<file path="src/plc_pkg.sv">
// ----------------------------------------------------------------------------
// plc_pkg
// Shared types and constants for the positional list core: field widths,
// operation and status codes, and the command word from controller to datapath.
// ----------------------------------------------------------------------------
package plc_pkg;

  // Default number of slots in the list.
  localparam int DEF_CAPACITY = 16;

  // Fixed field widths.
  localparam int VALUE_W = 32;
  localparam int POS_W   = 8;
  localparam int LEN_W   = 7;

  // Operation codes carried by the mode field.
  typedef enum logic [1:0] {
    MODE_INSERT  = 2'd0,
    MODE_DELETE  = 2'd1,
    MODE_DISPLAY = 2'd2
  } mode_t;

  // Result status codes.
  typedef enum logic [1:0] {
    ST_OK     = 2'd0,
    ST_BADPOS = 2'd1,
    ST_EMPTY  = 2'd2,
    ST_FULL   = 2'd3
  } status_t;

  // Command from the controller to the slot chain.
  typedef struct packed {
    logic               ins;
    logic               del;
    logic               rot;
    logic [VALUE_W-1:0] value;
  } cmd_t;

endpackage

</file>
<file path="src/plc_datapath.sv">
// ----------------------------------------------------------------------------
// plc_datapath
// Chain of slot cells holding the list, head first, with its entry count.
// Insert and delete shift the tail of the chain; rotate moves
// every live entry down by one and wraps the head round to the tail.
// ----------------------------------------------------------------------------
module plc_datapath #(
  parameter int CAPACITY = plc_pkg::DEF_CAPACITY
) (
  input  logic                                  clk,
  input  logic                                  rst,
  input  plc_pkg::cmd_t                         cmd,
  input  logic [$clog2(CAPACITY)-1:0]           idx,
  output logic [$clog2(CAPACITY+1)-1:0]         count,
  output logic [plc_pkg::VALUE_W-1:0]           head
);

  localparam int CW = $clog2(CAPACITY + 1);
  localparam int IW = $clog2(CAPACITY);

  logic [plc_pkg::VALUE_W-1:0] slots [CAPACITY];

  assign head = slots[0];

  // Each cell picks its next value from itself, its neighbours, the insert value or the head.
  for (genvar i = 0; i < CAPACITY; i++) begin : g_cell
    always_ff @(posedge clk) begin
      if (cmd.ins) begin
        if (IW'(i) == idx) begin
          slots[i] <= cmd.value;
        end else if (IW'(i) > idx) begin
          if (i > 0) begin
            slots[i] <= slots[(i > 0) ? i - 1 : 0];
          end
        end
      end else if (cmd.del) begin
        if (IW'(i) >= idx) begin
          if (i + 1 < CAPACITY) begin
            slots[i] <= slots[(i + 1 < CAPACITY) ? i + 1 : i];
          end
        end
      end else if (cmd.rot) begin
        if (CW'(i + 1) == count) begin
          slots[i] <= slots[0];
        end else if (i + 1 < CAPACITY) begin
          slots[i] <= slots[(i + 1 < CAPACITY) ? i + 1 : i];
        end
      end
    end
  end

  // Entry count.
  always_ff @(posedge clk) begin
    if (rst) begin
      count <= '0;
    end else if (cmd.ins) begin
      count <= count + CW'(1);
    end else if (cmd.del) begin
      count <= count - CW'(1);
    end
  end

endmodule

</file>
<file path="src/plc_ctrl.sv">
// ----------------------------------------------------------------------------
// plc_ctrl
// Controller for the positional list: checks each input word against the
// current count, issues insert, delete and rotate commands, and holds the
// result word until it is taken.
// ----------------------------------------------------------------------------
module plc_ctrl #(
  parameter int CAPACITY = plc_pkg::DEF_CAPACITY
) (
  input  logic                                  clk,
  input  logic                                  rst,
  input  logic                                  in_valid,
  output logic                                  in_stall,
  input  logic [1:0]                            mode,
  input  logic [plc_pkg::VALUE_W-1:0]           value,
  input  logic [plc_pkg::POS_W-1:0]             position,
  output logic                                  out_valid,
  input  logic                                  out_stall,
  output logic [1:0]                            status,
  output logic [plc_pkg::VALUE_W-1:0]           entry,
  output logic                                  last,
  input  logic [$clog2(CAPACITY+1)-1:0]         count,
  input  logic [plc_pkg::VALUE_W-1:0]           head,
  output plc_pkg::cmd_t                         cmd,
  output logic [$clog2(CAPACITY)-1:0]           idx
);

  localparam int CW = $clog2(CAPACITY + 1);
  localparam int IW = $clog2(CAPACITY);

  typedef enum logic [1:0] {
    S_IDLE,
    S_RESP,
    S_DISP
  } state_t;

  state_t           state;
  plc_pkg::status_t status_q;
  logic [CW-1:0]    disp_idx;

  logic             accept;
  logic [8:0]       cnt9;
  logic [8:0]       pos9;
  logic             ins_ok;
  logic             full;
  logic             del_ok;
  logic             disp_last;
  plc_pkg::status_t resp_status;

  assign in_stall = (state != S_IDLE);
  assign accept   = in_valid && (state == S_IDLE);

  // Position checks against the current count.
  assign cnt9   = 9'(count);
  assign pos9   = 9'(position);
  assign ins_ok = (position != '0) && (pos9 <= cnt9 + 9'd1);
  assign full   = (cnt9 == 9'(CAPACITY));
  assign del_ok = (count != '0) && (position != '0) && (pos9 <= cnt9);

  // Status of a single-word result.
  always_comb begin
    case (mode)
      plc_pkg::MODE_INSERT: begin
        if (!ins_ok) begin
          resp_status = plc_pkg::ST_BADPOS;
        end else if (full) begin
          resp_status = plc_pkg::ST_FULL;
        end else begin
          resp_status = plc_pkg::ST_OK;
        end
      end
      plc_pkg::MODE_DELETE: begin
        if (count == '0) begin
          resp_status = plc_pkg::ST_EMPTY;
        end else if (!del_ok) begin
          resp_status = plc_pkg::ST_BADPOS;
        end else begin
          resp_status = plc_pkg::ST_OK;
        end
      end
      plc_pkg::MODE_DISPLAY: begin
        resp_status = plc_pkg::ST_EMPTY;
      end
      default: begin
        resp_status = plc_pkg::ST_BADPOS;
      end
    endcase
  end

  // Commands to the slot chain.
  assign cmd.ins   = accept && (mode == plc_pkg::MODE_INSERT) && ins_ok && !full;
  assign cmd.del   = accept && (mode == plc_pkg::MODE_DELETE) && del_ok;
  assign cmd.rot   = (state == S_DISP) && !out_stall;
  assign cmd.value = value;
  assign idx       = IW'(position - 8'd1);

  assign disp_last = ((disp_idx + CW'(1)) == count);

  // State and result registers.
  always_ff @(posedge clk) begin
    if (rst) begin
      state    <= S_IDLE;
      disp_idx <= '0;
    end else begin
      case (state)
        S_IDLE: begin
          if (in_valid) begin
            if ((mode == plc_pkg::MODE_DISPLAY) && (count != '0)) begin
              state    <= S_DISP;
              disp_idx <= '0;
            end else begin
              state    <= S_RESP;
              status_q <= resp_status;
            end
          end
        end
        S_RESP: begin
          if (!out_stall) begin
            state <= S_IDLE;
          end
        end
        S_DISP: begin
          if (!out_stall) begin
            if (disp_last) begin
              state <= S_IDLE;
            end else begin
              disp_idx <= disp_idx + CW'(1);
            end
          end
        end
        default: begin
          state <= S_IDLE;
        end
      endcase
    end
  end

  // Result word: display streams the head of the chain as it rotates.
  assign out_valid = (state != S_IDLE);
  assign status    = (state == S_DISP) ? plc_pkg::ST_OK : status_q;
  assign entry     = (state == S_DISP) ? head : '0;
  assign last      = (state == S_DISP) ? disp_last : 1'b1;

endmodule

</file>
<file path="src/positional_list_insert_delete_core.sv">
// ----------------------------------------------------------------------------
// positional_list_insert_delete_core
// Ordered list of signed 32-bit values with insert, delete and display.
// ----------------------------------------------------------------------------
// The block works on one input word at a time. When an insert, delete or
// rejected word is taken, the slot chain shifts in parallel, and its single
// result word appears on the next cycle; the next input word is taken once
// that result has been accepted. A display of a list of n entries streams n
// result words, one per cycle while the output is not stalled, by rotating
// the slot chain one place per word; an empty list gives a single word.
// The result length is the entry count after the operation, and entry is
// zero in every word that is not a displayed entry.
module positional_list_insert_delete_core #(
  parameter int CAPACITY = plc_pkg::DEF_CAPACITY
) (
  input  logic                                  clk,
  input  logic                                  rst,
  input  logic                                  in_valid,
  output logic                                  in_stall,
  input  logic [1:0]                            mode,
  input  logic signed [plc_pkg::VALUE_W-1:0]    value,
  input  logic [plc_pkg::POS_W-1:0]             position,
  output logic                                  out_valid,
  input  logic                                  out_stall,
  output logic [1:0]                            status,
  output logic signed [plc_pkg::VALUE_W-1:0]    entry,
  output logic [plc_pkg::LEN_W-1:0]             length,
  output logic                                  last
);

  localparam int CW = $clog2(CAPACITY + 1);
  localparam int IW = $clog2(CAPACITY);

  plc_pkg::cmd_t               cmd;
  logic [IW-1:0]               idx;
  logic [CW-1:0]               count;
  logic [plc_pkg::VALUE_W-1:0] head;

  // Controller.
  plc_ctrl #(
    .CAPACITY (CAPACITY)
  ) u_ctrl (
    .clk       (clk),
    .rst       (rst),
    .in_valid  (in_valid),
    .in_stall  (in_stall),
    .mode      (mode),
    .value     (value),
    .position  (position),
    .out_valid (out_valid),
    .out_stall (out_stall),
    .status    (status),
    .entry     (entry),
    .last      (last),
    .count     (count),
    .head      (head),
    .cmd       (cmd),
    .idx       (idx)
  );

  // Slot chain.
  plc_datapath #(
    .CAPACITY (CAPACITY)
  ) u_datapath (
    .clk   (clk),
    .rst   (rst),
    .cmd   (cmd),
    .idx   (idx),
    .count (count),
    .head  (head)
  );

  assign length = plc_pkg::LEN_W'(count);

  // No new word is taken while a result word is pending.
  a_no_accept_while_busy: assert property (@(posedge clk) disable iff (rst)
    out_valid |-> in_stall)
    else $error("input accepted while a result word is pending");

  // The entry count never exceeds the capacity.
  a_len_bound: assert property (@(posedge clk) disable iff (rst)
    length <= CAPACITY)
    else $error("list length above capacity");

  // Result words with an error status carry a zero entry field.
  a_entry_zero: assert property (@(posedge clk) disable iff (rst)
    (out_valid && (status != plc_pkg::ST_OK)) |-> (entry == '0))
    else $error("non-zero entry on an error result");

  // Once the final word of an item is taken, the output goes quiet.
  a_last_ends: assert property (@(posedge clk) disable iff (rst)
    (out_valid && !out_stall && last) |=> !out_valid)
    else $error("result word after the final word of an item");

endmodule
</file>
<file path="config.mk">
export PLATFORM = sky130hd
export DESIGN_NAME = positional_list_insert_delete_core
export DESIGN_NICKNAME = d
export VERILOG_FILES = /design/src/plc_pkg.sv /design/src/plc_datapath.sv /design/src/plc_ctrl.sv /design/src/positional_list_insert_delete_core.sv
export SDC_FILE = /design/constraint.sdc
export NUM_CORES = 2
export LEC_CHECK = 0
export ABC_AREA = 1
export BUFFER_PORTS_ARGS = -buffer_cell sky130_fd_sc_hd__buf_4
export CAP_MARGIN = 20
export CORE_MARGIN = 10
export CORE_UTILIZATION = 45
export DETAILED_ROUTE_END_ITERATION = 7
export GPL_TIMING_DRIVEN = 1
export RECOVER_POWER = 25
export SYNTH_ARGS = -nofsm -noshare
export SYNTH_HDL_FRONTEND = slang
export SYNTH_HIERARCHICAL = 1
export SYNTH_SLANG_ARGS = --single-unit
export TNS_END_PERCENT = 5
</file>
<file path="constraint.sdc">
create_clock -name clk -period 4.9 [get_ports clk]
set_input_delay 0.49 -clock clk [delete_from_list [all_inputs] [get_ports clk]]
set_output_delay 0.49 -clock clk [all_outputs]
set_load 0.01 [all_outputs]
</file>
==> out/results.txt <==
Final ANT Viol Nets: 0
Final #Nets: 5295
failing checks: capacitance limit, slew limit
Worst path max stage delay: 580 ps
Core Box Area: 0.08198 mm^2
cell count after synthesis: 5322
Hold Crit Class: input pin to flip-flop
TNS Setup: 0 ps
Seq/Total Area, Yosys: 0.4217
Post-synth top cells: 1654 x nand2_1, 600 x inv_1, 514 x edfxtp_1
vias in the first global route: 32930
CP Capture Type: flip-flop
Yosys top cell area share: 0.4152
syn_area_per_cell: 6.985 um^2
DRC errors left: 0
die width: 307.4 um
Area Overhead vs Synth: 9.031%
Post-synth EDFFs: 514
placed inst area: 0.03878 mm^2
final core utilization: 0.4944
total power draw: 12.57 mW
most common cell in the netlist: nand2_1
Worst-Skew Late Latency: 620 ps
Top-Level Pins: 90
post_cts resized: 0
largest net degree at the start of global routing: 89
PortBufs: 87
min-delay src: rst
crit path from: u_datapath/count[2]$_SDFFE_PP0P_
top_reg_cell synth: edfxtp_1
share of cells above drive strength 1: 0.07377
number of synthesized register bits: 526
post-layout min period: 4635 ps
cell row count: 105
1st-pass router iterations: 8
hold buffer count at cts: 0
WHS Path Cells: 2
Die Ht: 307.4 um
multi-input logic area: 0.01712 mm^2
status: finished with violations
YS warnings: 6
Worst Setup Start Kind: flip-flop
Yosys cell types: 46
clk slew on worst S/H paths: 60 ps
Clock Skew: 16.86 ps
Pwr Density: 310.1 mW/mm^2
Synth area leaders: edfxtp_1 42%, nand2_1 17%, o21ai_0 6.3%
Critical Path Most Common Cell: nand2_1
global-route wire length before repair: 216200 um
Setup Fix Bufs, Post-CTS: 0
critical path arrival: 4990 ps
critical path required time: 5260 ps
Placer Congestion: 0.9356
Post-Syn Area: 0.03717 mm^2
r2r startpoint: u_datapath/count[2]$_SDFFE_PP0P_
Final HPWL DP: 103700 um
leading area contributor after synthesis: edfxtp_1
total grt overflow: 0
H-tree depth: 3
drt wl/cell: 22.93 um
Starting Density: 0.4534
Peak Freq: 215.8 MHz
Synth async-reset ratio: 0
RSZ-0062 raised after global routing: no
Slowest cell on crit path: clkbuf_1
reg2reg path depth: 21
filler instances: 8253
via/cell ratio: 5.842
Via Count: 37060
Tot GR Track Use: 0.2974
worst-margin pin slew: 1531 ps
Final Cell Area: 0.04053 mm^2
Leak: 17.73 nW
DIE AREA: 0.09450 mm^2
max-cap check violation count: 1
terminus of the critical flop-to-flop path: u_datapath/slots[0][67]$_DFFE_PP_
FF-to-FF setup slack: 270 ps
worst path cell trace: clkbuf_1 > nand3_1 > xor2_1 > inv_1 > ha_1 > nand2_1 > inv_1 > nand4_1 > a21bo_2 > nand3_1 > nor2_4 > inv_1 > clkbuf_1 > nand4_1 > inv_1 > nor2_2 > buf_4 > nand2_1 > nand2_1 > nand2_1 > nand2_1
Sequential cell area: 0.01568 mm^2
Routed WL: 145500 um
Setup CP Type: flip-flop to flip-flop
CTS buffer count: 67
Clock Tree Buf Depth: 3
CTS tree: done
Setup Viol. Count Final: 0
initial antenna violation count: 0
VDD IR max: 0.0002273 V
crit path max fanout: 10
Hold Path Sink: u_ctrl/disp_idx[2]$_SDFFE_PP0P_
max-slew violation count: 36
CTS Root Cell: clkbuf_16
clock sink count: 526
period utilization: 0.9459
DRT iter0 DRCs: 5906
n_diodes: 0
final count of hold timing violations: 0
Rel. slew slack: -0.02177
## power by group
group	internal [mW]	leakage, nW	switching (mW)	total, mW
logic	0.621	12.0	1.57	2.19
clock network	2.72	1.00	2.06	4.78
registers	5.39	4.76	0.200	5.59
## per-layer routing
metal  vias to the layer above  track usage  part of all wire
li1                      17210            -                 -
met1                     17220       0.4384              0.43
met2                      2409       0.4288              0.41
met3                       225      0.07463              0.14
met4                         0      0.07080             0.020
met5                         -            0                 0
## cells in the final DEF, fill, tap and decap left out, drive strengths merged, types with 13 or more instances in the layout
master	instances
nand2	1669
inv	625
edfxtp	514
o21ai	512
nor2	498
nand3	399
buf	196
a21oi	194
o22ai	174
clkbuf	133
o211ai	85
clkinv	68
nand4	67
o21bai	33
ha	20
or2	17
nor3	14
nand3b	14
a21boi	13
## metrics by stage
| step | cells | setup slack (ps) | hold slack, ps |
|---|---|---|---|
| floorplan | 5323 | -126.5 | 464.9 |
| global placement | 6227 | 507.8 | 480.6 |
| detailed placement | 6227 | 430.6 | 494.3 |
| CTS | 6340 | 429.4 | 94.90 |
| global route | 6343 | 59.45 | 121.3 |
| finish | 6343 | 265.2 | 121.6 |
## area by class of cell
class                           count  area share
Sequential cell                   526      0.3868
Clock buffer                       81     0.04476
Inverter                          663     0.06140
Multi-Input combinational cell   3723      0.4224
Tap cell                         1070     0.03303
Timing Repair Buffer              248     0.04680
Clock inverter                     32    0.004847
## worst max-delay path by stage
stage	to	slack (ps)	depth (start not counted)
2_1_floorplan	u_datapath/slots[0][224]$_DFFE_PP_	-130	15
6_report	u_datapath/slots[0][67]$_DFFE_PP_	270	21
3_3_place_gp	u_datapath/slots[1][164]$_DFFE_PP_	510	19
3_5_place_dp	u_datapath/slots[1][180]$_DFFE_PP_	430	19
4_1_cts	u_datapath/slots[1][180]$_DFFE_PP_	430	19
5_1_grt	u_datapath/slots[0][26]$_DFFE_PP_	60	17
## cell families (layout without fill, tap and decap cells)
| kind of cell | Yosys count | after routing | share of synthesized area |
|---|---|---|---|
| adder cells (fa/ha/maj) | 20 | 20 | 0.006732 |
| flip-flops | 526 | 526 | 0.4217 |
| other | 1 | 2 | 0.0001009 |
| buffers and inverters | 1074 | 1024 | 0.1208 |
| XOR/XNOR | 6 | 6 | 0.001414 |
| AO/OA/AOI/OAI | 1016 | 1016 | 0.1535 |
| AND/OR/NAND/NOR | 2679 | 2679 | 0.2957 |
## worst max-delay path: cells and delay by family (launching register included)
kind	cells	cell delay, ps
buffers and inverters	7	1890
AND/OR/NAND/NOR	11	1500
flip-flops	1	340
adder cells (fa/ha/maj)	1	260
AO/OA/AOI/OAI	1	230
XOR/XNOR	1	160
## sequential cells by signal, indices dropped and copies added, names as in the netlist
| signal | flops |
|---|---|
| u_ctrl/disp_idx | 5 |
| u_ctrl/state | 2 |
| u_ctrl/status_q | 2 |
| u_datapath/count | 5 |
| u_datapath/slots | 512 |
Power figures use the tool's default switching activity.
